--- config.mk ---
export PLATFORM = sky130hd
export DESIGN_NAME = cmds_sqrt
export DESIGN_NICKNAME = d
export VERILOG_FILES = /design/src/design/cmds_sqrt.sv
export SDC_FILE = /design/constraint.sdc
export NUM_CORES = 1
export LEC_CHECK = 0
export ABC_AREA = 1
export ABC_CLOCK_PERIOD_IN_PS = 3800
export BUFFER_PORTS_ARGS = -buffer_cell sky130_fd_sc_hd__buf_2
export CAP_MARGIN = 15
export CORE_ASPECT_RATIO = 0.6
export CORE_MARGIN = 2
export CORE_UTILIZATION = 35
export CTS_CLUSTER_SIZE = 20
export DETAILED_ROUTE_END_ITERATION = 8
export PLACE_DENSITY = 0.58
export SYNTH_ARGS = -nofsm -noshare
export SYNTH_HDL_FRONTEND = slang
export SYNTH_SLANG_ARGS = --single-unit
export TNS_END_PERCENT = 30
--- constraint.sdc ---
create_clock -name clock -period 3.8 [get_ports clock]
set_clock_uncertainty 0.05 [all_clocks]
set_input_delay 0.19 -clock clock [delete_from_list [all_inputs] [get_ports clock]]
set_output_delay 0.19 -clock clock [all_outputs]
set_load 0.02 [all_outputs]
--- src/design/cmds_sqrt.sv ---
// Module: bit-serial integer square root of a 66-bit value, one root bit per cycle.
module cmds_sqrt (
   input  logic        clock,
   input  logic        reset,
   input  logic        start,
   input  logic [65:0] value,
   output logic        busy,
   output logic [32:0] root
);
   logic [65:0] val_ff, val_in;
   logic [34:0] rem_ff, rem_in;
   logic [32:0] root_ff, root_in;
   logic [5:0]  cnt_ff, cnt_in;
   logic        busy_ff, busy_in;
   logic [34:0] rsh, trial;

   always_comb begin
      val_in  = val_ff;
      rem_in  = rem_ff;
      root_in = root_ff;
      cnt_in  = cnt_ff;
      busy_in = busy_ff;
      rsh     = {rem_ff[32:0], val_ff[65:64]};
      trial   = {root_ff, 2'b01};
      if (start) begin
         val_in  = value;
         rem_in  = '0;
         root_in = '0;
         cnt_in  = 6'd33;
         busy_in = 1'b1;
      end else if (busy_ff) begin
         val_in = {val_ff[63:0], 2'b00};
         if (rsh >= trial) begin
            rem_in  = rsh - trial;
            root_in = {root_ff[31:0], 1'b1};
         end else begin
            rem_in  = rsh;
            root_in = {root_ff[31:0], 1'b0};
         end
         cnt_in = cnt_ff - 1'b1;
         if (cnt_ff == 6'd1) busy_in = 1'b0;
      end
   end

   always_ff @(posedge clock) begin
      val_ff  <= val_in;
      rem_ff  <= rem_in;
      root_ff <= root_in;
      cnt_ff  <= cnt_in;
      if (reset) busy_ff <= 1'b0;
      else       busy_ff <= busy_in;
   end

   assign busy = busy_ff;
   assign root = root_ff;

   sqrt_start: assert property (@(posedge clock) disable iff (reset)
      start |=> busy) else $error("sqrt not busy after start");
   sqrt_cnt: assert property (@(posedge clock) disable iff (reset)
      busy_ff |-> cnt_ff <= 6'd33) else $error("sqrt count out of range");
endmodule

# Yosys cells after proc, flatten, opt, wreduce, memory -nomap -nowiden
# Index checks and enable logic that the tools add are counted.
# word_totals
word_cells	17
in_bits	69
ff_bits	139
output_inout_bits	34
# classes
n_addsub	2
eq_ne	1
order_cmp	1
reduce_logical	1
n_mux	7
# op_table
op	n
66-bit 2-to-1 mux	2
35-bit >= comparator	1
33-bit 2-to-1 mux	1
33-bit subtractor	1
6-bit by 1-bit equality test with 1-bit output (second input constant)	1
6-bit by 1-bit subtractor with 6-bit output (second input constant)	1
1-bit 2-to-1 mux	4
2-bit nonzero test	1

# Depth between registers and ports, before layout
# depth
word_depth	4
mapped_depth	17
mapped_depth_nobuf	16

# Least setup slack after synthesis
# OpenSTA, ideal clock, no wires.
# synth_path
path_kind	register to register
from	register busy_ff, in the netlist busy
to	register val_ff[0], enable pin
synth_period_minus_slack_ps	3304
slack_ps	496
t_arrival_ps	2798
path_stages_with_launch	4
t_required_ps	3294
path_cell_list	dfxtp_1 -> nor2_1 -> clkinv_1 -> clkbuf_1
# synth_via
elab_chain_len	1
# synth_lines
item	line	rtl
start: declaration	14	logic busy_ff, busy_in;
start signal: assignment	51	else busy_ff <= busy_in;
2-bit nonzero test (no line)	--	
end signal: assignment	46	val_ff <= val_in;
end: declaration	10	logic [65:0] val_ff, val_in;
# Every way passes these cells.
# A chain may end at the register's enable or synchronous reset.

# Final worst setup path
# layout_path
from	register root_ff[22], in the netlist root[22]
to	register rem_ff[29]
# layout_via
elab_chain_len	2
word_cells_on_any_way	3
cone_classes	1 x add/sub; 1 x order compare; 1 x mux
# layout_lines
item	line	rtl
start: declaration	12	logic [32:0] root_ff, root_in;
start signal: assignment	48	root_ff <= root_in;
33-bit subtractor / 35-bit >= comparator (equally long branches)	34, 33	
33-bit 2-to-1 mux *	33	if (rsh >= trial) begin
end signal: assignment	47	rem_ff <= rem_in;
end: declaration	11	logic [34:0] rem_ff, rem_in;
# Every way passes the cells marked *; elsewhere a longest branch is shown, timed or not.

==> results.sh <==
export IMPL_status="finished, final reports clean"
export IMPL_start_kind="flop"
export IMPL_rsz0062_at_grt="no"
export IMPL_place_area_sq_um=9150
export IMPL_cp_required_ns=4.06
export IMPL_worstPathCellList="inv_1 -> ha_1 -> nand2_1 -> nand2_1 -> a21oi_2 -> nand2_1 -> nand2_1 -> nand3_2 -> nor2_8 -> nand2_8 -> nand2_2 -> nand2_1 -> nand2_1 -> nand2_1"
export IMPL_cts_buffers=17
export IMPL_netlist_area_sq_um=8350
export IMPL_firstDrtPassIters=5
export IMPL_clkLatencyLatePin_ns=0.43
export IMPL_nets=1462
export IMPL_multi_input_area_sq_um=4140
export IMPL_drt_iter0_drc=549
export IMPL_hold_buffers=61
export IMPL_clk_pin_slew_ns=0.07
export IMPL_diodes=0
export IMPL_end_kind="flop"
export IMPL_ys_flop_type="dfxtp_1"
export IMPL_ys_ff_latch=139
export IMPL_die_h_um=124
export IMPL_postRouteAntennaNets=0
export IMPL_pre_cts_ws_ns=0.931
export IMPL_async_reset_ff_share_pct=0
export IMPL_pin_count=103
export IMPL_cts_sinks=139
export IMPL_maxSlewViolCount=0
export IMPL_crit_top_cell="nand2_1"
export IMPL_synth_common_cells="nand2_1 (570), inv_1 (154), dfxtp_1 (73)"
export IMPL_hp_class="in -> reg"
export IMPL_holdPathStages=3
export IMPL_tightest_slew_ns=0.741
export IMPL_syn_avg_cell_area_sq_um=6.95
export IMPL_yosysTopAreaCellShare_pct=25.6
export IMPL_die_x_um=203
export IMPL_setup_slack_ns=0.887
export IMPL_postLayoutCellArea_sq_um=10400
export IMPL_path_delay_family="simple AND/OR/NAND/NOR gates"
export IMPL_rows=43
export IMPL_cp_max_fo=34
export IMPL_p_per_area_nw_per_um2=786
export IMPL_fmax_mhz=343
export IMPL_cp_arrival_ns=3.18
export IMPL_finalCritPeriodShare_pct=76.7
export IMPL_cpMaxStageDelayCell="nor2_8"
export IMPL_synth_nets=1307
export IMPL_synth_area_leaders="nand2_1 (26%), edfxtp_1 (24%), dfxtp_1 (18%)"
export IMPL_drt_wirelength_per_cell_um=14.4
export IMPL_wirelength_um=24300
export IMPL_drc_errors=0
export IMPL_area_growth_pct=24.0
export IMPL_clockBufferDepth=2
export IMPL_grt_pass1_wl_um=38100
export IMPL_via_per_inst=4.67
export IMPL_port_buffers=102
export IMPL_synth_largest_area_cell="nand2_1"
export IMPL_hp_start="value[40]"
export IMPL_track_usage_pct=19.7
export IMPL_setup_tns_ns=0
export IMPL_path_class="reg -> reg"
export IMPL_hpwl_um=17500
export IMPL_yosysMostFrequentCell="nand2_1"
export IMPL_min_period_ns=2.91
export IMPL_netlist_instances=1201
export IMPL_start_util_pct=35.9
export IMPL_postCtsSetupRepairBufs=0
export IMPL_timing_hold_violations_final=0
export IMPL_max_cap_violations=0
export IMPL_cts_htree_levels=4
export IMPL_grt_pass1_vias=7102
export IMPL_maxSlewHeadroom_pct=50.6
export IMPL_setup_viol=0
export IMPL_yosys_warnings=0
export IMPL_vdd_drop_max_mv=0.426
export IMPL_cp_slowest_stage_delay_ns=0.45
export IMPL_dieArea_sq_um=25200
export IMPL_reg2reg_slack_ns=0.89
export IMPL_rr_endpoint="rem_ff[29]"
export IMPL_regArea_sq_um=3440
export IMPL_r2r_start="root[22]"
export IMPL_vias=7869
export IMPL_antenna_found_initial=0
export IMPL_critPathBufInv=1
export IMPL_post_cts_resized=0
export IMPL_ys_seq_area_share_pct=41.2
export IMPL_cts_tree="done"
export IMPL_overflow=0
export IMPL_clockRootBuffer="clkbuf_16"
export IMPL_synth_edf_count=66
export IMPL_gp_congestion=0.926
export IMPL_synth_cell_types=42
export IMPL_p_leak_nw=5.41
export IMPL_core_area_sq_um=23200
export IMPL_holdPathEnd="val_ff[40]"
export IMPL_grt_max_degree=68
export IMPL_nFillCells=2429
export IMPL_layout_drive_gt1_share_pct=13.4
export IMPL_r2r_cells=14
state kept, by name, summed over array words and instances, names as in the netlist:
| signal | cells |
|---|---|
| val_ff | 66 |
| rem_ff | 33 |
| root | 33 |
| cnt_ff | 6 |
| busy | 1 |
worst min-delay path, stage by stage:
cell and delay, ns:
buf_2 0.08, nand2_1 0.04, nand2_1 0.07
routing by layer:
| layer | vias up | GRT usage (%) | wire [um] |
|---|---|---|---|
| li1 | 4072 | - | - |
| met1 | 3583 | 31.9 | 13500 |
| met2 | 202 | 25.6 | 9040 |
| met3 | 12 | 4.32 | 1630 |
| met4 | 0 | 4.11 | 163 |
| met5 | - | 0 | 0 |
cells in the final DEF (no fill, tap or decap), drive strengths merged, types with 5 or more instances in the layout:
| master | count |
|---|---|
| dlygate4sd3 | 61 |
| clkbuf | 21 |
| nand3b | 14 |
| ha | 37 |
| edfxtp | 66 |
| buf | 110 |
| nor3 | 5 |
| xor2 | 14 |
| dfxtp | 73 |
| a21oi | 25 |
| nand3 | 66 |
| nor2 | 62 |
| nand4 | 6 |
| inv | 166 |
| o21ai | 6 |
| o22ai | 33 |
| nand2 | 587 |
metrics by stage:
stage	total power, mW	hold WS, ns	utilization, %	instances
4_1_cts	8.10	0.00124	44.6	1684
5_1_grt	8.82	0.00710	44.6	1684
2_1_floorplan	5.28	0.209	-	1201
3_5_place_dp	6.32	0.335	39.4	1591
3_3_place_gp	6.31	0.327	39.4	1591
6_report	8.14	0.0184	44.6	1684
cell families (layout without fill, tap and decap cells):
logic type / count (synthesis) / in the layout / synth area share (%)
AO/OA/AOI/OAI: 70 / 70 / 4.91
XOR/XNOR: 15 / 15 / 1.57
adder cells (fa/ha/maj): 37 / 37 / 5.54
buffers and inverters: 194 / 362 / 9.26
flip-flops: 139 / 139 / 41.2
AND/OR/NAND/NOR: 746 / 746 / 37.5
worst max path at each step:
stage	startpoint	to	slack (ns)	cells past startpoint
final	root[22]	rem_ff[29]	0.89	14
after global routing	root[22]	rem_ff[26]	0.63	14
after CTS	root[22]	rem_ff[29]	0.92	14
after detailed placement	root[22]	rem_ff[29]	0.93	14
after global placement	root[22]	rem_ff[25]	1.01	14
after floorplan	busy	val_ff[0]	0.50	3
report_power, final:
group	internal, mW	switching [mW]
logic	1.42	3.16
registers	1.76	0.0960
clock network	0.973	0.728
total	4.15	3.98
cell type report:
class / instances / area share [%]
clock buffers: 21 / 4.87
clock inverters: 11 / 0.906
inverters: 159 / 5.79
multi-input cells: 868 / 40.0
flip-flops and latches: 139 / 33.3
well taps: 315 / 3.81
repair buffers: 171 / 11.4
Power figures use the tool's default switching activity.
