<file path="src/design/cmds_div.sv">
// Module: restoring divider, one quotient bit per cycle; rounding comes from a bias in the numerator.
module cmds_div #(
   parameter int NUM_W = 64,
   parameter int DEN_W = 17
) (
   input  logic             clock,
   input  logic             reset,
   input  logic             start,
   input  logic [NUM_W-1:0] num,
   input  logic [DEN_W-1:0] den,
   output logic             busy,
   output logic [NUM_W-1:0] quot
);
   localparam int CNT_W = $clog2(NUM_W + 1);

   logic [NUM_W-1:0] quot_ff, quot_in;
   logic [DEN_W:0]   rem_ff, rem_in;
   logic [DEN_W-1:0] den_ff, den_in;
   logic [CNT_W-1:0] cnt_ff, cnt_in;
   logic             busy_ff, busy_in;
   logic [DEN_W:0]   trial;

   always_comb begin
      quot_in = quot_ff;
      rem_in  = rem_ff;
      den_in  = den_ff;
      cnt_in  = cnt_ff;
      busy_in = busy_ff;
      trial   = {rem_ff[DEN_W-1:0], quot_ff[NUM_W-1]};
      if (start) begin
         // numerator already carries the rounding bias
         quot_in = num;
         rem_in  = '0;
         den_in  = den;
         cnt_in  = CNT_W'(NUM_W);
         busy_in = 1'b1;
      end else if (busy_ff) begin
         if (trial >= {1'b0, den_ff}) begin
            rem_in  = trial - {1'b0, den_ff};
            quot_in = {quot_ff[NUM_W-2:0], 1'b1};
         end else begin
            rem_in  = trial;
            quot_in = {quot_ff[NUM_W-2:0], 1'b0};
         end
         cnt_in = cnt_ff - 1'b1;
         if (cnt_ff == CNT_W'(1)) busy_in = 1'b0;
      end
   end

   always_ff @(posedge clock) begin
      quot_ff <= quot_in;
      rem_ff  <= rem_in;
      den_ff  <= den_in;
      cnt_ff  <= cnt_in;
      if (reset) busy_ff <= 1'b0;
      else       busy_ff <= busy_in;
   end

   assign busy = busy_ff;
   assign quot = quot_ff;

   busy_counts: assert property (@(posedge clock) disable iff (reset)
      start |=> busy) else $error("divider not busy after start");
   cnt_live: assert property (@(posedge clock) disable iff (reset)
      busy_ff |-> cnt_ff != '0) else $error("divider count underrun");
endmodule

</file>
<file path="config.mk">
export PLATFORM = sky130hd
export DESIGN_NAME = cmds_div
export DESIGN_NICKNAME = d
export VERILOG_FILES = /design/src/design/cmds_div.sv
export SDC_FILE = /design/constraint.sdc
export NUM_CORES = 1
export LEC_CHECK = 0
export ABC_AREA = 1
export ABC_CLOCK_PERIOD_IN_PS = 3700
export BUFFER_PORTS_ARGS = -buffer_cell sky130_fd_sc_hd__clkbuf_2
export CAP_MARGIN = 20
export CORE_ASPECT_RATIO = 0.9
export CORE_MARGIN = 1
export CORE_UTILIZATION = 57
export CTS_CLUSTER_SIZE = 30
export DETAILED_ROUTE_END_ITERATION = 10
export GPL_TIMING_DRIVEN = 0
export HOLD_SLACK_MARGIN = 0.1
export PLACE_DENSITY = 0.95
export SLEW_MARGIN = 10
export SYNTH_ARGS = -nofsm -noshare
export SYNTH_HDL_FRONTEND = slang
export SYNTH_SLANG_ARGS = --single-unit
</file>
<file path="constraint.sdc">
create_clock -name clock -period 3.7 [get_ports clock]
set_clock_uncertainty 0.1 [all_clocks]
set_input_delay 0.37 -clock clock [delete_from_list [all_inputs] [get_ports clock]]
set_output_delay 0.37 -clock clock [all_outputs]
set_load 0.03 [all_outputs]
</file>
---- After elaboration in Yosys (flattened, before gate mapping) ----
Cells that the tools add are included.
Widths: inputs -> output; s select.
cells by class
  bitwise gates (word level) .............. 0
  $add $sub $neg .......................... 2
  multipliers ............................. 0
  magnitude comparators ................... 1
  mux-type cells .......................... 7
  equal/unequal tests ..................... 1
  reductions and logical operators ........ 1
  shifts and indexed selects .............. 0
  div/mod/pow operators ................... 0
operator list
  kind                 number
  $mux 64              2
  $ge 18x17->1         1
  $mux 17              1
  $sub 17x17->17       1
  $eq 7x1->1 const B   1
  $sub 7x1->7 const B  1
  $mux 1               4
  $reduce_bool 2->1    1
storage, ports and cells
  memories ................................ 0
  bits of input ports ..................... 84
  output and inout port bits .............. 65
  logic and storage cells ................. 17
  register bits after elaboration ......... 106
  ROM bits ................................ 0
  RAM bits ................................ 0
  latch bits .............................. 0

---- Depth between registers and ports, before layout ----
Gate-level depths: netlist of the first run.
  depth after elaboration ................. 4
  gate-level depth with buffers ........... 15
  gate-level depth less buffers ........... 15

---- Worst setup path after synthesis of the first run ----
Ideal clock, no wire load.
  path type ............................... register to register
  from .................................... register busy_ff, in the netlist busy
  to ...................................... register quot_ff[0], in the netlist quot[0], enable pin
  setup slack ............................. 1135 ps
  buffers on the path ..................... 0
  clock period less this slack ............ 2565 ps
  setup time .............................. 422 ps
  data required time ...................... 3178 ps
  arrival time ............................ 2043 ps
  cell stages (with the launch flop) ...... 3
  cell sequence ........................... dfxtp_1 nor2_1 inv_1
between the ends
  cells in the longest elaborated chain, start to end .. 1
ends and longest elaborated chain
  item                         line  RTL
  start, declared              20    logic busy_ff, busy_in;
  start signal, assigned       56    else busy_ff <= busy_in;
  $reduce_bool 2->1 (no line)  -
  end signal, assigned         51    quot_ff <= quot_in;
  end, declared                16    logic [NUM_W-1:0] quot_ff, quot_in;
Every way passes these cells.
A chain may end at the register's enable or synchronous reset.

---- Worst setup path in the final report of the first run ----
  from .................................... register quot_ff[63], in the netlist quot[63]
  to ...................................... register quot_ff[0], in the netlist quot[0] (data pin)
between the ends
  cells in the longest elaborated chain, start to end .. 4
ends and longest elaborated chain
  item            line  RTL
  $ge 18x17->1    38    if (trial >= {1'b0, den_ff}) begin
  $mux 1          38
  $mux 64         37    end else if (busy_ff) begin
  $mux 64         30    if (start) begin
  net quot_in[0]  16
The timed path passes the listed nets, and every way through them passes these cells. The select of a mux whose other input is x is not followed.

==> results of run 1 <==
## registers in the layout, summed over array words and instances (netlist names)
register / count
den_ff: 17
busy: 1
quot: 64
rem_ff: 17
cnt_ff: 7
## layer usage
metal / part of all wire / track usage / vias to the layer above / wire [µm]
li1: - / - / 2529 / -
met1: 0.40 / 0.329 / 2256 / 5490
met2: 0.50 / 0.502 / 214 / 6750
met3: 0.072 / 0.0656 / 44 / 987
met4: 0.030 / 0.120 / 0 / 403
met5: 0 / 0 / - / 0
## logic make-up after synthesis
group,synth area share
compound gates,0.0264
xor+xnor,0.0126
fa+ha+maj,0.0464
buf+inv,0.0786
flops,0.528
simple gates,0.308
## where the power goes
part | switching [µW] | total, µW | internal, µW
Clock | 424 | 748 | 324
Sequential | 57.4 | 1460 | 1400
Combinational | 371 | 539 | 169
## cell usage after synthesis
cell type	n	area (µm²)
a21oi_1	12	60.1
a31oi_1	1	6.26
and2_1	2	12.5
buf_1	1	3.75
buf_2	1	5.00
buf_4	1	7.51
buf_6	4	45.0
clkbuf_1	15	56.3
clkinv_1	2	7.51
dfxtp_1	25	500
edfxtp_1	81	2430
fa_1	1	20.0
ha_1	19	238
inv_1	82	308
inv_2	1	3.75
nand2_1	320	1200
nand2_2	4	25.0
nand3_1	47	235
nand3_2	1	10.0
nand3b_1	6	45.0
nand4_1	2	12.5
nor2_1	29	109
nor2_2	1	6.26
nor2_4	1	11.3
nor3_1	6	30.0
nor4_1	2	12.5
o21ai_0	8	40.0
o21ai_1	5	25.0
o21bai_1	2	15.0
xnor2_1	7	61.3
xor2_1	1	8.76
## cells in the final DEF (no fill, tap or decap), types with 2 or more instances in the layout
| master | Yosys | routed |
|---|---|---|
| o21ai_0 | 8 | 8 |
| dfxtp_1 | 25 | 25 |
| nor4_1 | 2 | 2 |
| nand4_1 | 2 | 2 |
| clkbuf_2 | 0 | 148 |
| xnor2_1 | 7 | 7 |
| o21ai_1 | 5 | 5 |
| clkinv_4 | 0 | 2 |
| clkbuf_8 | 0 | 9 |
| dlygate4sd3_1 | 0 | 18 |
| inv_1 | 82 | 81 |
| nand2_1 | 320 | 320 |
| a21oi_1 | 12 | 12 |
| clkbuf_1 | 15 | 16 |
| clkinv_1 | 2 | 2 |
| nand3_1 | 47 | 47 |
| o21bai_1 | 2 | 2 |
| nand3b_1 | 6 | 6 |
| and2_1 | 2 | 2 |
| nand2_2 | 4 | 4 |
| buf_6 | 4 | 4 |
| edfxtp_1 | 81 | 81 |
| inv_8 | 0 | 2 |
| ha_1 | 19 | 19 |
| nor3_1 | 6 | 6 |
| nor2_1 | 29 | 29 |
## how the worst max path moves through the flow
stage / endpoint / from / depth (start not counted)
floorplan: quot[0] / busy / 2
global placement: quot[30] / start / 4
detailed placement: quot[27] / start / 4
CTS: quot[0] / quot[63] / 10
global route: quot[0] / quot[63] / 10
finish: quot[0] / quot[63] / 10
## layout make-up
class | count | area, µm² | area share
repair buffers | 166 | 921 | 0.135
multi-input cells | 477 | 2180 | 0.320
clock inverters | 6 | 75.1 | 0.0110
clock buffers | 10 | 128 | 0.0187
inverters | 85 | 322 | 0.0471
well taps | 122 | 153 | 0.0223
plain buffers | 22 | 118 | 0.0172
flip-flops and latches | 106 | 2930 | 0.429
## metrics by stage
step / utilization / TNS, ps
after floorplan: - / 0
after global placement: 0.694 / -13160
after detailed placement: 0.694 / 0
after CTS: 0.735 / 0
after global routing: 0.735 / 0
final: 0.735 / 0
## critical path: stages, from the launching register on
cell,delay (ps)
edfxtp_1,400
inv_1,90
ha_1,150
inv_1,90
fa_1,440
nand3_1,130
nand3_2,130
nand2_2,100
buf_6,140
buf_6,170
a31oi_1,140
## what timing repair did
| item | in CTS | in global routing |
|---|---|---|
| setup endpoints to repair | 0 | 0 |
| hold buffers | 18 | 0 |
| hold endpoints to repair | 18 | 0 |
==> out/metrics.yaml, run 1 <==
clkSinkCount: 106
grt_pass1_wl_um: 21900
cts_resized: 0
post_cts_buffers: 0
numCtsBuffers: 9
critPathMaxFanout: 10
min-delay-start: "num[31]"
cts_root_buf: "clkbuf_8"
place.gp.congestion: 0.949
netlist_area_mm2: 0.00555
cts_tree: "yes"
clkTransAtPathRegs_ps: 120
hold_end: "quot[31]"
hold_class: "primary input to flop"
min_period_ps: 2360
routed_via_density: 5.07
hpwlAfterDp_um: 9860
tightest_slew_ps: 853
maxSlewViolCount: 0
io_buffers: 148
endpoint_kind: "flop"
wl_per_cell_um: 13.7
worstReg2RegStart: "quot[63]"
fmax_mhz: 424
crit_arrival_ps: 2370
area_growth_pct: 23.0
grt_max_degree: 72
rsz0062_at_grt: "no"
die-area_mm2: 0.0101
finalSetupViolations: 0
diodes: 0
firstDrtPassIters: 5
worst_r2r_endpoint: "quot[0]"
syn_avg_cell_area_um2: 8.05
rrSetupSlack_ps: 1340
fill_cells: 666
die_y_um: 95.6
worst_setup_path_start_kind: "flop"
fin_nets: 971
drt-total-wl_um: 13600
rows: 33
setup_slack_ps: 1340
h-tree-depth: 3
critPathKind: "flop to flop"
drtAntennaViolNets: 0
core_mm2: 0.00929
period_share: 0.637
drt_iter0_drc: 276
power.density_mw_per_mm2: 402
ir_drop_v: 0.000272
reg2reg_depth: 10
clk_path_buf_depth: 2
relSlewSlack: 0.431
grt_pass1_vias: 4866
syn_inst: 690
pin_count: 149
hold_viol: 0
synth_seq_area_share: 0.528
whs_ps: 144
grt-ovfl-total: 0
worst_skew_pair.late_latency_ps: 380
drive_gt1_frac: 0.204
grtUsageTotal: 0.282
leakagePower_uw: 0.00358
route.vias.total: 5043
ys_warn_count: 0
max-cap-violations: 0
antenna_found_initial: 0
placed_area_mm2: 0.00645
syn_nets: 794
yosysUniqueCellTypes: 31
finish.instance_area_mm2: 0.00683
post-place-cells: 960
critPathRequiredTime_ps: 3710
final_cell_count_no_fill: 994
status: "completed"
power_uw: 2750
initial_utilization: 0.598
min_delay_path_depth: 3
pre_cts_ws_ps: 991
die_x_um: 106
synth-seq-cells: 106
drc: 0
No activity file was read; power rests on OpenSTA's default activity.
==> run 2: changes to the inputs <==
--- a/config.mk
+++ b/config.mk
@@ -6,17 +6,17 @@
 export NUM_CORES = 1
 export LEC_CHECK = 0
 export ABC_AREA = 1
-export ABC_CLOCK_PERIOD_IN_PS = 3700
+export ABC_CLOCK_PERIOD_IN_PS = 2050
 export BUFFER_PORTS_ARGS = -buffer_cell sky130_fd_sc_hd__clkbuf_2
 export CAP_MARGIN = 20
 export CORE_ASPECT_RATIO = 0.9
 export CORE_MARGIN = 1
-export CORE_UTILIZATION = 57
+export CORE_UTILIZATION = 48
 export CTS_CLUSTER_SIZE = 30
 export DETAILED_ROUTE_END_ITERATION = 10
 export GPL_TIMING_DRIVEN = 0
 export HOLD_SLACK_MARGIN = 0.1
-export PLACE_DENSITY = 0.95
+export PLACE_DENSITY = 0.89
 export SLEW_MARGIN = 10
 export SYNTH_ARGS = -nofsm -noshare
 export SYNTH_HDL_FRONTEND = slang
==> constraint.sdc (replaced) <==
create_clock -name clock -period 2.05 [get_ports clock]
set_clock_uncertainty 0.1 [all_clocks]
set_input_delay 0.205 -clock clock [delete_from_list [all_inputs] [get_ports clock]]
set_output_delay 0.205 -clock clock [all_outputs]
set_load 0.03 [all_outputs]
==> out/metrics.yaml, run 2 (synthesis gave the netlist of run 1 again) <==
tns_ps: -1020  # -1020 ps
comb_power_share: 0.217  # +0.021
period_share: 1.06  # +0.422
hold_viol: 0  # unchanged
crit_chain: "inv_2, ha_4, inv_4, fa_2, nand3_2, nand3_4, nand2_2, nand2_2, xnor2_1, nand2_1, nand3_2, o21ai_2"
critPathMaxFanout: 4  # -6
die_x_um: 115  # +8.8%
rsz0062_at_grt: "yes"
ir_drop_v: 0.000481  # +77%
critPathSlowestCell: "edfxtp_1"
grt_max_degree: 28  # -61%
leakagePower_uw: 0.00414  # +16%
hpwlAfterDp_um: 10300  # +4.4%
critPathBufInv: 2  # -2
numCtsBuffers: 9  # unchanged
worst_skew_pair.late_latency_ps: 350  # -30 ps
crit_start: "quot[63]"
clkPwrFrac: 0.323  # +0.050
power.density_mw_per_mm2: 694  # +73%
die-area_mm2: 0.0120  # +18%
drc: 0  # unchanged
grt-ovfl-total: 0  # unchanged
fmax_mhz: 460  # +8.6%
finalSetupViolations: 18  # +18
whs_ps: 112  # -32.0 ps
final_common_cell: "nand2_1"
place.gp.congestion: 0.919  # -3.1%
power.net_switching_uw: 1770  # +110%
status: "complete, but fails checks"
rows: 36  # +9.1%
rrSetupSlack_ps: -120  # -1460 ps
violations: "negative setup slack"
cp_top_family: "simple AND/OR/NAND/NOR gates"
grt_pass1_wl_um: 27700  # +26%
firstDrtPassIters: 7  # +2
antenna_found_initial: 0  # unchanged
worstReg2RegStart: "quot[63]"
area_growth_pct: 48.9
worst_r2r_endpoint: "rem_ff[6]"
drive_gt1_frac: 0.278  # +0.0736
drt_iter0_drc: 662  # +140%
relSlewSlack: 0.398  # -0.0330
worst_setup_path_start_kind: "flop"
pin_count: 149  # unchanged
io_buffers: 148  # unchanged
crit_arrival_ps: 2300  # -70 ps
initial_utilization: 0.503  # -0.0946
p_int_uw: 3970  # +110%
p_sw_frac: 0.308  # -0.00210
min_period_ps: 2170  # -186 ps
critPathCapture: "rem_ff[6]"
cts_root_buf: "clkbuf_16"
critPathKind: "flop to flop"
tightest_slew_ps: 900  # +46.2 ps
largest_reg_flops: 64  # unchanged
critPathRequiredTime_ps: 2180  # -1530 ps
seqPwrFrac: 0.460  # -0.071
wl_per_cell_um: 17.4  # +27%
die_y_um: 104  # +8.8%
routed_via_density: 5.41  # +6.6%
max-cap-violations: 0  # unchanged
grtUsageTotal: 0.298  # +0.0159
endpoint_kind: "flop"
hold_class: "primary input to flop"
max_stage_delay_ps: 420  # -20 ps
clkSinkCount: 106  # unchanged
placed_area_mm2: 0.00656  # +1.6%
min_delay_path_depth: 3  # unchanged
finish.instance_area_mm2: 0.00827  # +21%
clk_path_buf_depth: 2  # unchanged
core_mm2: 0.0110  # +19%
diodes: 0  # unchanged
worst-path-stages: 12  # +2
maxSlewViolCount: 0  # unchanged
fin_nets: 1053  # +8.4%
final_cell_mix: "nand2_1 (306), clkbuf_2 (150), edfxtp_1 (81), dlygate4sd3_1 (79), inv_1 (77)"
clkTransAtPathRegs_ps: 80  # -40 ps
route.vias.total: 5981  # +19%
drtAntennaViolNets: 0  # unchanged
h-tree-depth: 3  # unchanged
cts_tree: "yes"
drt-total-wl_um: 19200  # +41%
setup_slack_ps: -122  # -1460 ps
reg2reg_depth: 12  # +2
grt_pass1_vias: 5801  # +19%
==> run 2: power by group through the flow <==
stage          logic, µW  registers (µW)  clock network (µW)
2_1_floorplan        359            2930                   0
3_3_place_gp         919            2670                   0
3_5_place_dp         961            2680                   0
4_1_cts             1110            2630                1860
5_1_grt             1310            2660                1940
6_report            1240            2640                1850
==> run 2: layout make-up <==
type	count	area, µm²
flip-flops and latches	106	2930
fillers	646	2770
multi-input cells	477	2590
repair buffers	248	1770
inverters	85	325
clock buffers	9	225
well taps	152	190
plain buffers	21	135
clock inverters	7	97.6
repair inverters	1	5.00
==> run 2: worst min-delay path by stage <==
| stage | from | end | slack, ps |
|---|---|---|---|
| 2_1_floorplan | reset | busy | 180 |
| 3_3_place_gp | reset | busy | 280 |
| 3_5_place_dp | den[12] | den_ff[12] | 280 |
| 4_1_cts | num[10] | quot[10] | 110 |
| 5_1_grt | num[10] | quot[10] | 100 |
| 6_report | num[10] | quot[10] | 110 |
==> run 2: layer usage <==
layer,GRT usage,up-vias,share of wire
li1,-,2711,-
met1,0.347,2702,0.36
met2,0.504,470,0.49
met3,0.0734,98,0.11
met4,0.149,0,0.049
met5,0,-,0
==> run 2: through the flow <==
stage,total power (µW),utilization,cells,setup slack (ps)
2_1_floorplan,3280,-,690,-83.4
3_3_place_gp,3590,0.590,990,-1200
3_5_place_dp,3640,0.594,992,-498
4_1_cts,5600,0.716,1097,10.7
5_1_grt,5910,0.749,1106,-171
6_report,5740,0.749,1106,-122
==> run 2: timing repair <==
| item | 4_1_cts | 5_1_grt |
|---|---|---|
| setup buffers | 10 | 8 |
| gates resized for setup | 22 | 67 |
| pin swaps | 5 | 20 |
| setup endpoints to repair | 91 | 76 |
| gates cloned | 1 | 1 |
| hold endpoints to repair | 79 | 0 |
| hold buffers | 79 | 0 |
==> run 2: worst min-delay path: stages <==
cell      delay, ps
clkbuf_2        100
nand2_1          70
nand2_1          80
